<file path="src/rtl/core/wgmcp_pkg.sv">
// Shared types and constants for the wrapped grid minimum cost path block.
// Used by every module under rtl/core; depends on nothing.
package wgmcp_pkg;

  // Field widths fixed by the interface.
  localparam int COST_W      = 16;
  localparam int PATH_W      = 22;
  localparam int ROWS_CFG_W  = 4;
  localparam int COLS_CFG_W  = 7;
  localparam int CFG_DATA_W  = 32;
  localparam int CFG_ADDR_W  = 3;

  // Configuration register indexes (byte address is four times the index).
  localparam logic REG_ROWS_USED = 1'b0;
  localparam logic REG_COLS_USED = 1'b1;

  localparam logic [ROWS_CFG_W-1:0] ROWS_RESET = 4'd5;
  localparam logic [COLS_CFG_W-1:0] COLS_RESET = 7'd6;

  // Saturated path cost.
  localparam logic [PATH_W-1:0] PATH_MAX = '1;

  // One classified cell, handed from the front end to the back end.
  typedef struct packed {
    logic [COST_W-1:0] cost;
    logic              first_col;  // first column: path cost is the cell cost
    logic              last_col;   // last column: feeds the final minimum
    logic              row_first;  // top row of a column
    logic              row_last;   // bottom row of a column
    logic              grid_end;   // last cell of the grid
  } cell_cmd_t;

endpackage

</file>
<file path="src/rtl/core/wgmcp_front.sv">
// Front end: accepts cell costs and tags each with its position in the grid.
// Depends on wgmcp_pkg.
module wgmcp_front
  import wgmcp_pkg::*;
#(
  parameter int ROW_W = 3,
  parameter int COL_W = 6
) (
  input  logic              clk,
  input  logic              rst_n,
  input  logic              restart,
  input  logic [ROW_W-1:0]  rows_m1,
  input  logic [COL_W-1:0]  cols_m1,
  input  logic              in_fire,
  input  logic [COST_W-1:0] in_cost,
  output cell_cmd_t         cmd
);

  logic [ROW_W-1:0] row_r, row_nxt;
  logic [COL_W-1:0] col_r, col_nxt;
  logic             row_last;
  logic             col_last;

  // Classify the incoming cell from the position counters.
  assign row_last = (row_r == rows_m1);
  assign col_last = (col_r == cols_m1);

  always_comb begin
    cmd.cost      = in_cost;
    cmd.first_col = (col_r == '0);
    cmd.last_col  = col_last;
    cmd.row_first = (row_r == '0);
    cmd.row_last  = row_last;
    cmd.grid_end  = row_last && col_last;
  end

  // Walk rows within a column, then columns; a configuration write restarts.
  always_comb begin
    row_nxt = row_r;
    col_nxt = col_r;
    if (restart) begin
      row_nxt = '0;
      col_nxt = '0;
    end else if (in_fire) begin
      if (row_last) begin
        row_nxt = '0;
        col_nxt = col_last ? '0 : col_r + 1'b1;
      end else begin
        row_nxt = row_r + 1'b1;
      end
    end
  end

  always_ff @(posedge clk) begin
    if (!rst_n) begin
      row_r <= '0;
      col_r <= '0;
    end else begin
      row_r <= row_nxt;
      col_r <= col_nxt;
    end
  end

endmodule

</file>
<file path="src/rtl/core/wgmcp_queue.sv">
// Two-entry queue of classified cells between the front and back ends.
// Depends on wgmcp_pkg.
module wgmcp_queue
  import wgmcp_pkg::*;
(
  input  logic      clk,
  input  logic      rst_n,
  input  logic      wr_en,
  input  cell_cmd_t wr_data,
  output logic      full,
  input  logic      rd_en,
  output logic      rd_valid,
  output cell_cmd_t rd_data
);

  cell_cmd_t  slot_r [2];
  logic       wr_ptr_r, wr_ptr_nxt;
  logic       rd_ptr_r, rd_ptr_nxt;
  logic [1:0] count_r, count_nxt;

  assign full     = (count_r == 2'd2);
  assign rd_valid = (count_r != 2'd0);
  assign rd_data  = slot_r[rd_ptr_r];

  // Pointer and occupancy update.
  always_comb begin
    wr_ptr_nxt = wr_en ? ~wr_ptr_r : wr_ptr_r;
    rd_ptr_nxt = rd_en ? ~rd_ptr_r : rd_ptr_r;
    count_nxt  = count_r + {1'b0, wr_en} - {1'b0, rd_en};
  end

  always_ff @(posedge clk) begin
    if (!rst_n) begin
      wr_ptr_r <= 1'b0;
      rd_ptr_r <= 1'b0;
      count_r  <= 2'd0;
    end else begin
      wr_ptr_r <= wr_ptr_nxt;
      rd_ptr_r <= rd_ptr_nxt;
      count_r  <= count_nxt;
    end
  end

  // Payload storage needs no reset.
  always_ff @(posedge clk) begin
    if (wr_en) begin
      slot_r[wr_ptr_r] <= wr_data;
    end
  end

endmodule

</file>
<file path="src/rtl/core/wgmcp_back.sv">
// Back end: computes path costs from a history line of earlier results and
// keeps the final minimum and the result register. Depends on wgmcp_pkg.
module wgmcp_back
  import wgmcp_pkg::*;
#(
  parameter int MAX_ROWS = 8,
  parameter int ROW_W    = 3
) (
  input  logic              clk,
  input  logic              rst_n,
  input  logic [ROW_W-1:0]  rows_m1,
  input  logic              cmd_valid,
  input  cell_cmd_t         cmd,
  output logic              cmd_pop,
  output logic              out_valid,
  output logic [PATH_W-1:0] out_cost,
  input  logic              out_pop
);

  localparam int HIST_D = (MAX_ROWS < 2) ? 2 : MAX_ROWS;

  // The history line holds the last path costs in arrival order. The newest
  // enters at the tap that is rows_m1 from the head, so the head is always
  // the same row of the previous column and the next tap the row below.
  logic [PATH_W-1:0] hist_r [HIST_D];
  logic [PATH_W-1:0] hist_nxt [HIST_D];
  logic [PATH_W-1:0] hist_old_r;   // one step older than the head: row above
  logic [PATH_W-1:0] last_path_r;  // the cell just computed
  logic [PATH_W-1:0] row0_cur_r;   // top row of the current column
  logic [PATH_W-1:0] row0_prev_r;  // top row of the previous column
  logic [PATH_W-1:0] best_r, best_nxt;
  logic              out_valid_r;
  logic [PATH_W-1:0] out_cost_r;

  logic [PATH_W-1:0] up_cost, mid_cost, dn_cost, min_ud, min3;
  logic [PATH_W:0]   sum;
  logic [PATH_W-1:0] path;
  logic              fire;

  // A cell leaves the queue unless it ends a grid and the result slot is busy.
  assign fire    = cmd_valid && (!cmd.grid_end || !out_valid_r || out_pop);
  assign cmd_pop = fire;

  // Neighbor selection with row wrap; a single row sees only itself.
  always_comb begin
    up_cost  = cmd.row_first ? last_path_r : hist_old_r;
    mid_cost = hist_r[0];
    if (cmd.row_last) begin
      dn_cost = cmd.row_first ? last_path_r : row0_prev_r;
    end else begin
      dn_cost = hist_r[1];
    end
  end

  // Three-way minimum, add and saturate.
  always_comb begin
    min_ud = (up_cost < mid_cost) ? up_cost : mid_cost;
    min3   = (min_ud < dn_cost) ? min_ud : dn_cost;
    sum    = {1'b0, min3} + {{(PATH_W + 1 - COST_W){1'b0}}, cmd.cost};
    if (cmd.first_col) begin
      path = {{(PATH_W - COST_W){1'b0}}, cmd.cost};
    end else begin
      path = sum[PATH_W] ? PATH_MAX : sum[PATH_W-1:0];
    end
  end

  // Running minimum over the last column.
  always_comb begin
    best_nxt = best_r;
    if (cmd.last_col && (cmd.row_first || path < best_r)) begin
      best_nxt = path;
    end
  end

  // History line shift.
  always_comb begin
    for (int k = 0; k < HIST_D - 1; k++) begin
      hist_nxt[k] = (ROW_W'(k) == rows_m1) ? path : hist_r[k+1];
    end
    hist_nxt[HIST_D-1] = (ROW_W'(HIST_D - 1) == rows_m1) ? path : hist_r[HIST_D-1];
  end

  // Datapath registers, updated per processed cell.
  always_ff @(posedge clk) begin
    if (fire) begin
      hist_r      <= hist_nxt;
      hist_old_r  <= hist_r[0];
      last_path_r <= path;
      best_r      <= best_nxt;
      if (cmd.row_first) begin
        row0_prev_r <= row0_cur_r;
        row0_cur_r  <= path;
      end
    end
  end

  // Result register.
  always_ff @(posedge clk) begin
    if (!rst_n) begin
      out_valid_r <= 1'b0;
    end else if (fire && cmd.grid_end) begin
      out_valid_r <= 1'b1;
    end else if (out_pop) begin
      out_valid_r <= 1'b0;
    end
  end

  always_ff @(posedge clk) begin
    if (fire && cmd.grid_end) begin
      out_cost_r <= best_nxt;
    end
  end

  assign out_valid = out_valid_r;
  assign out_cost  = out_cost_r;

`ifndef SYNTH
  // A finished grid always lands in the result register.
  a_grid_end_result: assert property (@(posedge clk) disable iff (!rst_n)
    fire && cmd.grid_end |=> out_valid_r && (out_cost_r == $past(best_nxt)))
    else $error("grid result not captured");

  // A pending result is never overwritten before it is taken.
  a_no_overwrite: assert property (@(posedge clk) disable iff (!rst_n)
    out_valid_r && !out_pop |-> !(fire && cmd.grid_end))
    else $error("pending result overwritten");

  // A first-column cell carries its own cost as path cost.
  a_first_col_path: assert property (@(posedge clk) disable iff (!rst_n)
    fire && cmd.first_col |=>
      last_path_r == {{(PATH_W - COST_W){1'b0}}, $past(cmd.cost)})
    else $error("first column path cost wrong");

  // History advances only when a cell is processed.
  a_hist_hold: assert property (@(posedge clk) disable iff (!rst_n)
    !fire |=> $stable(last_path_r) && $stable(hist_old_r))
    else $error("history changed without a cell");
`endif

endmodule

</file>
<file path="src/rtl/core/wrapped_grid_min_cost_path_top.sv">
// Top level of the wrapped grid minimum cost path block: configuration
// registers, front end, cell queue and back end. Depends on wgmcp_pkg.
//
// Usage: cell costs are pushed on in_cell_cost with push/full, column by
// column, top row first, for a grid of rows_used rows and cols_used columns
// (rows wrap). After the last cell of a grid one transaction appears on
// out_min_path_cost while empty is low and is taken with pop.
// The APB-style port holds rows_used (address 0) and cols_used (address 4);
// any write restarts the grid. The user must write only while the block is
// idle; the block does not enforce this. Throughput: one cell per cycle
// while full is low and no finished grid waits on a pending result. Each
// cell's path cost depends on the one computed before it, so the back
// end's three-way minimum, add and saturate are combinational around the
// last-path register. The result register is loaded when the back end pops
// a grid's last cell; the back end works on each cell while it is queued.
// A stalled receiver holds the result; the next grid streams until its own
// last cell, which waits, and full rises once the two-entry queue fills.
// Reset: rows_used 5, cols_used 6, the grid position returns to its start
// and the queue and result register are emptied.
module wrapped_grid_min_cost_path_top
  import wgmcp_pkg::*;
#(
  parameter int MAX_ROWS = 8,
  parameter int MAX_COLS = 64
) (
  input  logic                  clk,
  input  logic                  rst_n,
  // Cell input
  input  logic                  push,
  output logic                  full,
  input  logic [COST_W-1:0]     in_cell_cost,
  // Result output
  output logic                  empty,
  input  logic                  pop,
  output logic [PATH_W-1:0]     out_min_path_cost,
  // Configuration
  input  logic                  psel,
  input  logic                  penable,
  input  logic                  pwrite,
  input  logic [CFG_ADDR_W-1:0] paddr,
  input  logic [CFG_DATA_W-1:0] pwdata,
  output logic [CFG_DATA_W-1:0] prdata,
  output logic                  pready
);

  localparam int ROW_W = (MAX_ROWS > 1) ? $clog2(MAX_ROWS) : 1;
  localparam int COL_W = (MAX_COLS > 1) ? $clog2(MAX_COLS) : 1;

  logic [ROWS_CFG_W-1:0] rows_used_r;
  logic [COLS_CFG_W-1:0] cols_used_r;
  logic                  cfg_wr;
  logic                  cfg_idx;
  logic [ROW_W-1:0]      rows_m1;
  logic [COL_W-1:0]      cols_m1;
  logic [7:0]            rows_ext;
  logic [10:0]           cols_ext;

  logic      in_fire;
  cell_cmd_t front_cmd;
  cell_cmd_t q_cmd;
  logic      q_valid;
  logic      q_pop;
  logic      res_valid;

  // Configuration port: always ready, one register per word.
  assign pready  = 1'b1;
  assign cfg_idx = paddr[2];
  assign cfg_wr  = psel && penable && pwrite;

  always_ff @(posedge clk) begin
    if (!rst_n) begin
      rows_used_r <= ROWS_RESET;
      cols_used_r <= COLS_RESET;
    end else if (cfg_wr) begin
      case (cfg_idx)
        REG_ROWS_USED: rows_used_r <= pwdata[ROWS_CFG_W-1:0];
        REG_COLS_USED: cols_used_r <= pwdata[COLS_CFG_W-1:0];
        default:       rows_used_r <= rows_used_r;
      endcase
    end
  end

  always_comb begin
    case (cfg_idx)
      REG_ROWS_USED: prdata = {{(CFG_DATA_W - ROWS_CFG_W){1'b0}}, rows_used_r};
      REG_COLS_USED: prdata = {{(CFG_DATA_W - COLS_CFG_W){1'b0}}, cols_used_r};
      default:       prdata = '0;
    endcase
  end

  // Clamp the configured sizes into range and keep them as last indexes.
  always_comb begin
    rows_ext = {{(8 - ROWS_CFG_W){1'b0}}, rows_used_r};
    cols_ext = {{(11 - COLS_CFG_W){1'b0}}, cols_used_r};
    if (rows_ext == 8'd0) begin
      rows_m1 = '0;
    end else if (rows_ext > 8'(MAX_ROWS)) begin
      rows_m1 = ROW_W'(MAX_ROWS - 1);
    end else begin
      rows_m1 = ROW_W'(rows_ext - 8'd1);
    end
    if (cols_ext == 11'd0) begin
      cols_m1 = '0;
    end else if (cols_ext > 11'(MAX_COLS)) begin
      cols_m1 = COL_W'(MAX_COLS - 1);
    end else begin
      cols_m1 = COL_W'(cols_ext - 11'd1);
    end
  end

  assign in_fire = push && !full;

  wgmcp_front #(
    .ROW_W (ROW_W),
    .COL_W (COL_W)
  ) u_front (
    .clk     (clk),
    .rst_n   (rst_n),
    .restart (cfg_wr),
    .rows_m1 (rows_m1),
    .cols_m1 (cols_m1),
    .in_fire (in_fire),
    .in_cost (in_cell_cost),
    .cmd     (front_cmd)
  );

  wgmcp_queue u_queue (
    .clk      (clk),
    .rst_n    (rst_n),
    .wr_en    (in_fire),
    .wr_data  (front_cmd),
    .full     (full),
    .rd_en    (q_pop),
    .rd_valid (q_valid),
    .rd_data  (q_cmd)
  );

  wgmcp_back #(
    .MAX_ROWS (MAX_ROWS),
    .ROW_W    (ROW_W)
  ) u_back (
    .clk       (clk),
    .rst_n     (rst_n),
    .rows_m1   (rows_m1),
    .cmd_valid (q_valid),
    .cmd       (q_cmd),
    .cmd_pop   (q_pop),
    .out_valid (res_valid),
    .out_cost  (out_min_path_cost),
    .out_pop   (pop && res_valid)
  );

  assign empty = !res_valid;

endmodule
</file>
<file path="config.mk">
export PLATFORM = sky130hd
export DESIGN_NAME = wrapped_grid_min_cost_path_top
export DESIGN_NICKNAME = d
export VERILOG_FILES = /design/src/rtl/core/wgmcp_pkg.sv /design/src/rtl/core/wgmcp_front.sv /design/src/rtl/core/wgmcp_queue.sv /design/src/rtl/core/wgmcp_back.sv /design/src/rtl/core/wrapped_grid_min_cost_path_top.sv
export SDC_FILE = /design/constraint.sdc
export NUM_CORES = 1
export LEC_CHECK = 0
export ABC_AREA = 0
export BUFFER_PORTS_ARGS = -buffer_cell sky130_fd_sc_hd__buf_2
export CAP_MARGIN = 10
export CORE_MARGIN = 3
export CORE_UTILIZATION = 40
export CTS_CLUSTER_SIZE = 14
export DETAILED_ROUTE_END_ITERATION = 7
export GPL_TIMING_DRIVEN = 0
export REMOVE_ABC_BUFFERS = 1
export SYNTH_ARGS = -nofsm -noshare
export SYNTH_HDL_FRONTEND = slang
export SYNTH_SLANG_ARGS = --single-unit
</file>
<file path="constraint.sdc">
create_clock -name clk -period 39 [get_ports clk]
set_input_delay 7.8 -clock clk [delete_from_list [all_inputs] [get_ports clk]]
set_output_delay 7.8 -clock clk [all_outputs]
set_load 0.01 [all_outputs]
</file>
Word level (Yosys, flattened, before mapping)

Memory sizes are Yosys's and may differ from the RTL's. A register that Yosys moved wholly into a read port is not among the register bits.
Cells that the tools add are included.

Flip-flop bits (word level): 333
Bits in writable memories: 42
Input bits: 58
Output and inout bits: 57
Word-level logic and storage cells: 104
Memories: 1

Memories:

| name           | depth | width | rd ports | clocked after Yosys merged registers in | wr ports | RTL line          | text |
|---|---|---|---|---|---|---|---|
| u_queue.slot_r | 2     | 21    | 1        | 1                                       | 1        | wgmcp_queue.sv:16 | `cell_cmd_t slot_r [2];` |

$add $sub $neg: 7
Order comparisons: 5
Eq/ne operators: 10
Muxes and demuxes: 28
Bitwise logic cells: 4
Reductions and logical operators: 27

Operators with widths:

| operator            | count |
|---|---|
| $mux 22             | 15 |
| $lt 22x22->1        | 3 |
| $pmux 32 s2         | 1 |
| $add 22x16->23      | 1 |
| $mux 6              | 3 |
| $eq 3x3->1 const A  | 4 |
| $reduce_and 2->1    | 5 |
| $mux 3              | 3 |
| $logic_and 1x1->1   | 8 |
| $gt 7x7->1 const B  | 1 |
| $logic_not 7->1     | 1 |
| $add 6x1->6 const B | 1 |
| $eq 2x3->1 const A  | 2 |
| $eq 6x6->1          | 1 |
| $logic_not 3->1     | 2 |
| $logic_not 6->1     | 1 |
| $mux 1              | 6 |
| $sub 6x1->6 const B | 1 |
| $gt 4x4->1 const B  | 1 |
| $logic_not 4->1     | 1 |
| $not 1->1           | 4 |
| $reduce_bool 2->1   | 2 |
| $add 3x1->3 const B | 1 |
| $eq 1x3->1 const A  | 1 |
| 8 further kinds     | 12 |

Longest topological paths before layout

Gate-level depths: netlist of run 1.

Depth in word-level cells: 12
Depth in mapped cells: 53
Depth with buffers taken out: 42

Hierarchy

From an unflattened synthesis of run 1, not the netlist that was laid out.

Cells, all modules: 1604
Area total of the unflattened synthesis: 18918.1 um^2

By module, submodules not included:

| module                         | times used | cells each | area each (um^2) | sequential area each (um^2) |
|---|---|---|---|---|
| wgmcp_back                     | 1          | 1292       | 15349.7          | 9268.9 |
| wgmcp_queue                    | 1          | 86         | 1823.0           | 1361.3 |
| wrapped_grid_min_cost_path_top | 1          | 124        | 964.7            | 220.2 |
| wgmcp_front                    | 1          | 102        | 780.7            | 180.2 |

Worst setup path before layout of run 1

Ideal clock, no wire load.

Path kind: input to output
From: in paddr[2]
To: out prdata[0]
Data arrival time: 8245 ps
Data required time: 31200 ps
Path slack: 22955 ps
Cell stages on the path: 2
Path buffers: 1
Cells stage by stage: clkbuf_1 > o21ai_0

Cells in the longest elaborated chain, start to end: 2

RTL lines:

| item                | RTL line                             | text |
|---|---|---|
| start: declaration  | wrapped_grid_min_cost_path_top.sv:40 | `input logic [CFG_ADDR_W-1:0] paddr,` |
| $not 1->1 (no line) | -                                    |  |
| $pmux 32 s2 *       | wrapped_grid_min_cost_path_top.sv:84 | `case (cfg_idx)` |
| end: declaration    | wrapped_grid_min_cost_path_top.sv:42 | `output logic [CFG_DATA_W-1:0] prdata,` |

Mark *: on every way between the ends. The rest lies on a longest branch, timed or not. The select of a mux whose other input is x is not followed.

Worst setup path in the final report of run 1

From: in paddr[2]
To: out prdata[2]

The elaborated chain is that of the path after synthesis.

==> impl_results.md, run 1 <==
- Status: finished, final reports clean
- CTS clk-pin slew, worst paths: 0.06 ns
- WS Path Type: in -> out
- Startpoint Class: primary input
- Reg-to-reg setup timing slack: 24.60 ns
- H-tree depth: 2
- DRT iter0 DRCs: 709
- Setup TNS: 0 ns
- Worst slack at placement: 22.65 ns
- First-pass DRT Iterations: 5
- Post-cts resize count: 0
- Port buffer count: 61
- Max incr delay on CP: 0.37 ns
- Worst Path Buf+Inv: 2
- Critical path, cell by cell: buf_2, mux2_2, buf_2
- Average vias per placed instance: 5.29
- Worst Clk Skew: 0.0231 ns
- Max frequency: 0.0612 GHz
- Final Cycle Share: 41.9%
- Die area: 49,900 um2
- Slew @ Worst Pin: 1.12 ns
- Routed Antenna Nets: 0
- FP Rows: 79
- Number of synthesized register bits: 376
- Max cap viols: 0
- Root buf cell: clkbuf_16
- Slew HR: 25.1%
- Share of flip-flops with an asynchronous set or reset: 0%
- Final Slew Violations: 0
- GR Overflow Total: 0
- Largest net degree at the start of global routing: 117
- RSZ-0062 raised after global routing: false
- Hold-critical path depth: 0
- WP depth: 3
- Setup violators final: 0
- HPWL Detailed: 29,400 um
- First-pass GRT wire length: 65,100 um
- WP data required: 31.20 ns
- Met2 wire length: 19,700 um
- Detail-routed net length per standard cell: 18.0 um
- # nets final: 1,803
- Largest delay contributor family on the critical path: buffers and inverters
- Post-CTS Setup Bufs: 0
- Mapped Cells: 1,597
- Cell area after layout: 21,300 um2
- Mean Syn Cell Area: 11.8 um2
- DR top layer: met4
- Post-synthesis sequential area ratio: 58.3%
- GRT Overall Usage: 16.5%
- Hold WS: 0.411 ns
- Met1 Wirelength: 19,000 um
- Slowest-stage cell, CP: mux2_2
- Main synth FF type: edfxtp_1
- Floorplan core area: 46,700 um2
- Placed inst area: 20,100 um2
- Die X: 223 um
- Cell variety after synth: 79
- DRC: 0
- Synth warnings: 0
- CP max FO: 16
- Hold Fails Final Rpt: 0
- EDFF count, synth: 350
- Hold crit path type: reg -> reg
- Total length of routed met3 wires: 1580 um
- Num CTS Buffers: 40
- Post-Syn Area: 18,900 um2
- Initial antenna violation count: 0
- Ant. Diodes: 0
- Clock latency on the worst-skew pair: 0.54 ns
- Cell taking the most area after synthesis: edfxtp_1
- Vias in the first global route: 11,800
- CTS tree: built
- PnR worst setup slack: 22.65 ns
- Worst reg2reg path depth: 39
- Post-synth top area share: 55.6%
- Synthesis-to-layout area growth: 12.7%
- I/O pin count: 115
- Hold-fix buffers at CTS: 0
- Sink Count: 376
- Die Ht: 223 um
- Clock Tree Buf Depth: 3
- Crit path time final: 16.35 ns
- Critical path's most frequent cell: buf_2
- Crit. End Element: output port
- GPL Wtd Cong: 0.857
- Proportion of layout cells with a drive suffix above 1: 14.6%
- WP data arrival: 8.55 ns
- Synth area leaders: edfxtp_1, ha_1, mux2_2, o21ai_0, nand2_1
- Initial Util: 40.5%
- WL final: 41,400 um
- Vias: 12,100
[area by class of cell]
| type | count | area, um2 |
|---|---|---|
| timing repair buffer | 81 | 709 |
| tap | 607 | 759 |
| inverter | 122 | 465 |
| clock buffer | 47 | 1050 |
| clock inverter | 25 | 150 |
| fill | 4291 | 25300 |
| sequential | 376 | 11000 |
| multi-input combinational | 1035 | 7150 |
[worst paths after layout]
path                                       to                            start
max                                 prdata[2]                         paddr[2]
min          u_back.row0_prev_r[20]$_DFFE_PP_  u_back.row0_cur_r[20]$_DFFE_PP_
max reg2reg     u_back.out_cost[15]$_DFFE_PP_                        flip-flop
min reg2reg  u_back.row0_prev_r[20]$_DFFE_PP_  u_back.row0_cur_r[20]$_DFFE_PP_
[cells in the final DEF, fill, tap and decap left out, drive strengths merged, types with 21 or more instances in the layout]
master,netlist,layout
nor2b,22,22
o21ai,141,141
nor2,92,92
mux2i,59,59
conb,2,26
nand2,175,175
dfxtp,26,26
inv,121,123
mux2,75,75
ha,88,88
a21o,36,36
clkinv,1,21
a21oi,99,99
clkbuf,47,47
edfxtp,350,350
buf,41,81
[sequential cells by signal, summed over array words and instances, names as in the netlist, 22 cells and up, named ones only]
signal              flops
u_back.mid_cost        22
u_back.out_cost        22
u_queue.slot_r         42
u_back.last_path_r     22
u_back.row0_cur_r      22
u_back.hist_old_r      22
u_back.hist_r         154
u_back.best_r          22
u_back.row0_prev_r     22
[routing by layer]
layer  track usage (%)  up-vias
met5                 0        -
met4              5.12        0
met3              2.45       62
met2              27.5      230
met1              22.2     5937
li1                  -     5900
[kinds of logic (layout without fill, tap and decap cells)]
family	count (synthesis)	count (layout)	share of synthesized area, %
AND/OR/NAND/NOR	398	398	9.80
flip-flops	376	376	58.3
AO/OA/AOI/OAI	363	363	12.3
buffers and inverters	210	275	4.78
multiplexers	134	134	7.65
adder cells (fa/ha/maj)	90	90	5.98
XOR/XNOR	24	24	1.11
other	2	26	0.0397
[through the flow]
| step | util (%) | cells |
|---|---|---|
| floorplan | - | 1533 |
| global placement | 42.1 | 2201 |
| detailed placement | 43.1 | 2221 |
| CTS | 45.7 | 2293 |
| global route | 45.7 | 2293 |
| finish | 45.7 | 2293 |
[synth_stat cells (all sizes together) (17+ instances only)]
cell,instances
mux2,75
o21ai,141
nand2,175
mux2i,59
xnor2,18
buf,41
nor3,17
a21oi,99
dfxtp,26
nor2b,22
clkbuf,47
nor2,92
edfxtp,350
inv,121
a21o,36
ha,88
nand3,20
Power of run 1 is not shown: default switching activity piles up to over one toggle a cycle in this logic, so the estimate is an artifact.
==> run 2: changes to the inputs <==
Clock period 39 ns to 14.2 ns, I/O delays scaled along.
==> impl_results.md, run 2 (same netlist as run 1, synthesis figures left out) <==
- WP data required: 14.47 ns (was 31.20 ns)
- Slew HR: 20.5% (was 25.1%)
- Ant. Diodes: 0 (unchanged)
- Slowest-stage cell, CP: o41ai_4 (was mux2_2)
- Hold crit path type: reg -> reg (unchanged)
- Routed Antenna Nets: 0 (unchanged)
- DRC: 0 (unchanged)
- Port buffer count: 61 (unchanged)
- Crit. End Element: flip-flop (was output port)
- Slew @ Worst Pin: 1.19 ns (was 1.12 ns)
- Initial antenna violation count: 0 (unchanged)
- Worst slack at placement: -0.186 ns (was 22.65 ns)
- Clock latency on the worst-skew pair: 0.55 ns (was 0.54 ns)
- H-tree depth: 2 (unchanged)
- CTS clk-pin slew, worst paths: 0.06 ns (about the same)
- Final Slew Violations: 0 (unchanged)
- Root buf cell: clkbuf_16 (unchanged)
- # nets final: 1,807 (was 1,803)
- Proportion of layout cells with a drive suffix above 1: 14.9% (was 14.6%)
- Detail-routed net length per standard cell: 18.1 um (was 18.0 um)
- Most frequent cells in the layout: edfxtp_1, nand2_1, o21ai_0 (unchanged)
- Hold Fails Final Rpt: 0 (unchanged)
- WS Path Type: reg -> reg (was in -> out)
- HPWL Detailed: 29,400 um (unchanged)
- WP data arrival: 13.70 ns (was 8.55 ns)
- First-pass DRT Iterations: 5 (unchanged)
- Startpoint Class: flip-flop (was primary input)
- GRT Overall Usage: 16.5% (about the same)
- Critical path's most frequent cell: ha_1 (was buf_2)
- GR Overflow Total: 0 (unchanged)
- Vias: 12,100 (about the same)
- Max incr delay on CP: 0.72 ns (was 0.37 ns)
- Top reg by flops: u_back.hist_r (unchanged)
- Largest delay contributor family on the critical path: compound AO/OA/AOI/OAI gates (was buffers and inverters)
- Worst Clk Skew: 0.0224 ns (was 0.0231 ns)
- Crit path time final: 13.43 ns
- Synthesis-to-layout area growth: 13.0% (was 12.7%)
- Biggest regs: u_back.hist_r x154, u_queue.slot_r x42 (unchanged)
- Status: finished, final reports clean (unchanged)
- Die area: 49,900 um2 (unchanged)
- Hold WS: 0.412 ns (was 0.411 ns)
- I/O pin count: 115 (unchanged)
- CTS tree: built (unchanged)
- CP max FO: 26 (was 16)
- DRT iter0 DRCs: 798 (was 709)
- WL final: 41,600 um (was 41,400 um)
- Die X: 223 um (unchanged)
- Largest register FFs: 154 (unchanged)
- Setup TNS: 0 ns (unchanged)
- Clock Tree Buf Depth: 3 (unchanged)
- Max cap viols: 0 (unchanged)
- Most common cell after layout, fill and taps aside: edfxtp_1 (unchanged)
- Average vias per placed instance: 5.28 (was 5.29)
- Sink Count: 376 (unchanged)
- First-pass GRT wire length: 65,200 um (was 65,100 um)
- Largest net degree at the start of global routing: 117 (unchanged)
- Worst Path Buf+Inv: 5 (was 2)
- Floorplan core area: 46,700 um2 (unchanged)
- Setup violators final: 0 (unchanged)
- GPL Wtd Cong: 0.857 (unchanged)
- Vias in the first global route: 11,800 (about the same)
- Cells after DPL: 2,221 (unchanged)
- Initial Util: 40.5% (unchanged)
- Post-route insts no fill: 2,297 (was 2,293)
- PnR worst setup slack: 0.768 ns (was 22.65 ns)
- RSZ-0062 raised after global routing: false (unchanged)
- FP Rows: 79 (unchanged)
- Max frequency: 0.0745 GHz
- Die Ht: 223 um (unchanged)
- Num CTS Buffers: 40 (unchanged)
- Final Cycle Share: 94.6%
## run 2: final cells by class
| class | instances | area [um2] |
|---|---|---|
| clock inverters | 25 | 150 |
| clock buffers | 47 | 1050 |
| fillers | 4289 | 25300 |
| flip-flops and latches | 376 | 11000 |
| multi-input cells | 1036 | 7180 |
| inverters | 122 | 465 |
| repair buffers | 84 | 732 |
| well taps | 607 | 759 |
## run 2: worst reg2reg max path, delay by kind of cell (launching register included)
| kind | cells | cell delay, ns |
|---|---|---|
| AO/OA/AOI/OAI | 13 | 4.82 |
| adder cells (fa/ha/maj) | 5 | 1.65 |
| buffers and inverters | 5 | 1.09 |
| flip-flops | 1 | 0.55 |
| multiplexers | 5 | 1.88 |
| AND/OR/NAND/NOR | 11 | 3.18 |
## run 2: timing repair
| item | in CTS | in global routing |
|---|---|---|
| pin swaps | 0 | 1 |
| hold buffers | 0 | 0 |
| setup buffers | 0 | 3 |
| endpoints found under the setup margin | 24 | 44 |
| gates resized for setup | 1 | 4 |
| gates cloned | 0 | 1 |
## run 2: metal layers
layer	GRT usage (%)	vias up	share of wire (%)	wire length, um
met5	0	-	0	0
met4	5.12	0	2.8	1150
met3	2.45	64	4.1	1720
met2	27.5	217	48	19800
met1	22.2	5933	45	18800
li1	-	5918	-	-
## run 2: through the flow
stage | utilization [%] | instance area (um2)
global placement | 42.1 | 19600
finish | 45.8 | 21400
detailed placement | 43.1 | 20100
global route | 45.8 | 21400
CTS | 45.7 | 21300
floorplan | - | 18600
## run 2: path summary, 6_finish.rpt
kind / startpoint / to / slack, ns / depth (start not counted)
hold reg to reg: u_back.row0_cur_r[20]$_DFFE_PP_ / u_back.row0_prev_r[20]$_DFFE_PP_ / 0.41 / 0
setup reg to reg: flip-flop / u_back.out_cost[15]$_DFFE_PP_ / 0.77 / 39
setup / recovery: flip-flop / u_back.out_cost[15]$_DFFE_PP_ / 0.77 / 39
hold / removal: u_back.row0_cur_r[20]$_DFFE_PP_ / u_back.row0_prev_r[20]$_DFFE_PP_ / 0.41 / 0
Power of run 2 is left out for the same reason.
==> run 3: changes to the inputs <==
Settings changed: CTS_BUF_LIST set to sky130_fd_sc_hd__clkbuf_2 sky130_fd_sc_hd__clkbuf_4 sky130_fd_sc_hd__clkbuf_8, SYNTH_HIERARCHICAL set to 1.
==> impl_results.md, run 3 <==
- DRT iter0 DRCs: 795 (was 798)
- Slowest-stage cell, CP: dfxtp_2 (was o41ai_4)
- Hold-critical path depth: 0 (unchanged)
- WL final: 42,900 um (was 41,600 um)
- Die Ht: 223 um (about the same)
- Most common cell after layout, fill and taps aside: edfxtp_1 (unchanged)
- WP data required: 14.64 ns (was 14.47 ns)
- First-pass GRT wire length: 67,400 um (was 65,200 um)
- Synthesis-to-layout area growth: 12.0% (was 13.0%)
- FP Rows: 79 (unchanged)
- CTS tree: built (unchanged)
- Most frequent cells in the layout: edfxtp_1, nand2_1, o21ai_0 (unchanged)
- Vias: 12,000 (was 12,100)
- H-tree depth: 2 (unchanged)
- Top reg by flops: u_back/hist_r (was u_back.hist_r)
- Crit. End Element: flip-flop (unchanged)
- Sink Count: 376 (unchanged)
- Status: finished, final reports clean (unchanged)
- Hold-fix buffers at CTS: 0 (unchanged)
- Detail-routed net length per standard cell: 18.5 um (was 18.1 um)
- Post-CTS Setup Bufs: 0 (unchanged)
- # nets final: 1,808 (was 1,807)
- Post-cts resize count: 0 (was 1)
- Die X: 223 um (about the same)
- I/O pin count: 115 (unchanged)
- Synth area leaders: edfxtp_1, ha_1, nand2_1, o21ai_0, dfxtp_1 (was edfxtp_1, ha_1, mux2_2, o21ai_0, nand2_1)
- Die area: 49,900 um2 (about the same)
- Worst r2r dst: u_back/best_r[9]$_DFFE_PP_ (was u_back.out_cost[15]$_DFFE_PP_)
- Clock latency on the worst-skew pair: 0.66 ns (was 0.55 ns)
- Cells after DPL: 2,202 (was 2,221)
- Main synth FF type: edfxtp_1 (unchanged)
- Worst reg2reg path depth: 38 (was 39)
- Post-synthesis sequential area ratio: 58.3% (about the same)
- DRC: 0 (unchanged)
- Mapped Cells: 1,604 (was 1,597)
- Floorplan core area: 46,700 um2 (unchanged)
- CP max FO: 47 (was 26)
- First-pass DRT Iterations: 5 (unchanged)
- WS Path Type: reg -> reg (unchanged)
- Port buffer count: 61 (unchanged)
- Cell variety after synth: 78 (was 79)
- Met1 Wirelength: 19,900 um (was 18,800 um)
- GPL Wtd Cong: 0.885 (was 0.857)
- Max incr delay on CP: 0.90 ns (was 0.72 ns)
- Post-Syn Area: 18,900 um2 (about the same)
- GR Overflow Total: 0 (unchanged)
- Post-route insts no fill: 2,322 (was 2,297)
- Routed Antenna Nets: 0 (unchanged)
- Top-count cell post-synth: edfxtp_1 (unchanged)
- Clock Tree Buf Depth: 3 (unchanged)
- Biggest regs: u_back/hist_r x154, u_queue/slot_r x42 (was u_back.hist_r x154, u_queue.slot_r x42)
- Slew @ Worst Pin: 1.08 ns (was 1.19 ns)
- Number of synthesized register bits: 376 (unchanged)
- Largest net degree at the start of global routing: 50 (was 117)
- Met2 wire length: 20,100 um (was 19,800 um)
- Synth warnings: 6 (was 0)
- Mean Syn Cell Area: 11.8 um2 (about the same)
- Initial Util: 40.5% (about the same)
- Post-synth top area share: 55.6% (about the same)
- Reg-to-reg setup timing slack: 1.28 ns (was 0.77 ns)
- Hold Crit Start: u_back/row0_cur_r[10]$_DFFE_PP_ (was u_back.row0_cur_r[20]$_DFFE_PP_)
- Worst Clk Skew: 0.0227 ns (was 0.0224 ns)
- Max cap viols: 0 (unchanged)
- Num CTS Buffers: 61 (was 40)
- WHS Endpoint: u_back/row0_prev_r[10]$_DFFE_PP_ (was u_back.row0_prev_r[20]$_DFFE_PP_)
- Final Cycle Share: 91.0% (was 94.6%)
- Total length of routed met3 wires: 1790 um (was 1720 um)
- Vias in the first global route: 11,900 (was 11,800)
- Initial antenna violation count: 1 (was 0)
- HPWL Detailed: 29,700 um (was 29,400 um)
- Hold crit path type: reg -> reg (unchanged)
- Critical path's most frequent cell: ha_1 (unchanged)
- Largest register FFs: 154 (unchanged)
- Cell taking the most area after synthesis: edfxtp_1 (unchanged)
- CTS clk-pin slew, worst paths: 0.06 ns (about the same)
- RSZ-0062 raised after global routing: false (unchanged)
- DR top layer: met4 (unchanged)
- Share of flip-flops with an asynchronous set or reset: 0% (unchanged)
- Hold Fails Final Rpt: 0 (unchanged)
- Crit path time final: 12.92 ns (was 13.43 ns)
- Max frequency: 0.0774 GHz (was 0.0745 GHz)
- Setup TNS: 0 ns (unchanged)
- Proportion of layout cells with a drive suffix above 1: 15.9% (was 14.9%)
- Top cells by count, synth: edfxtp_1, nand2_1, o21ai_0 (unchanged)
- Hold WS: 0.418 ns (was 0.412 ns)
- Slew HR: 28.0% (was 20.5%)
- Setup violators final: 0 (unchanged)
- GRT Overall Usage: 17.3% (was 16.5%)
- Final Slew Violations: 0 (unchanged)
- WP data arrival: 13.36 ns (was 13.70 ns)
- Average vias per placed instance: 5.16 (was 5.28)
- EDFF count, synth: 350 (unchanged)
- Startpoint Class: flip-flop (unchanged)
- Root buf cell: clkbuf_8 (was clkbuf_16)
==> run 3: changes by cell type in the layout (fill, tap and decap cells not counted), sizes merged, moves of 12 or more <==
cell,change
nand2,+82
clkbuf,+37
inv,-35
nor2,-54
o21ai,+86
a21oi,-56
mux2,-26
o22ai,+12
==> run 3: worst max-delay path: cells and delay by family, from the launching register on <==
kind,cells,cell delay [ns]
compound gates,16,4.64
xor+xnor,1,0.14
fa+ha+maj,4,1.28
buf+inv,4,0.87
flops,1,0.90
mux,5,2.35
simple gates,8,2.38
==> run 3: area by class of cell <==
type	instances	area (um2)
Antenna cell	2	5.00
Clock buffer	84	1040
Clock inverter	31	191
Fill cell	4273	25500
Inverter	89	334
Multi-Input combinational cell	1050	7040
Sequential cell	376	11000
Tap cell	607	759
Timing Repair Buffer	83	791
==> run 3: metal layers <==
metal  up-vias  GRT usage, %
li1       5929             -
met1      5770          23.5
met5         -             0
met3        70          3.17
met4         0          5.47
met2       219          28.2
==> run 3: worst max-delay path by stage <==
| stage | end | cells past startpoint | from |
|---|---|---|---|
| global route | u_back/out_cost[9]$_DFFE_PP_ | 38 | flip-flop |
| global placement | u_back/row0_cur_r[18]$_DFFE_PP_ | 5 | pop |
| finish | u_back/best_r[9]$_DFFE_PP_ | 38 | flip-flop |
| floorplan | u_back/row0_cur_r[0]$_DFFE_PP_ | 4 | pop |
| CTS | u_back/best_r[9]$_DFFE_PP_ | 36 | flip-flop |
| detailed placement | u_back/out_cost[9]$_DFFE_PP_ | 36 | flip-flop |
==> run 3: cells by family (layout without fill, tap and decap cells) <==
family	after synthesis	after routing	share of synthesized area (%)
AND/OR/NAND/NOR	414	414	9.86
other	2	28	0.0397
adder cells (fa/ha/maj)	91	91	6.03
multiplexers	101	101	6.06
XOR/XNOR	30	30	1.46
buffers and inverters	202	287	5.19
AO/OA/AOI/OAI	388	388	13.0
flip-flops	376	376	58.3
==> run 3: stage by stage <==
| step | setup WS, ns | utilization, % | instance area [um2] |
|---|---|---|---|
| final | 1.28 | 45.4 | 21200 |
| after floorplan | -7.59 | - | 18400 |
| after global placement | -15.98 | 41.6 | 19400 |
| after detailed placement | 0.608 | 42.6 | 19900 |
| after global routing | 0.493 | 45.4 | 21200 |
| after CTS | 0.525 | 45.3 | 21100 |
Power of run 3 is left out for the same reason.
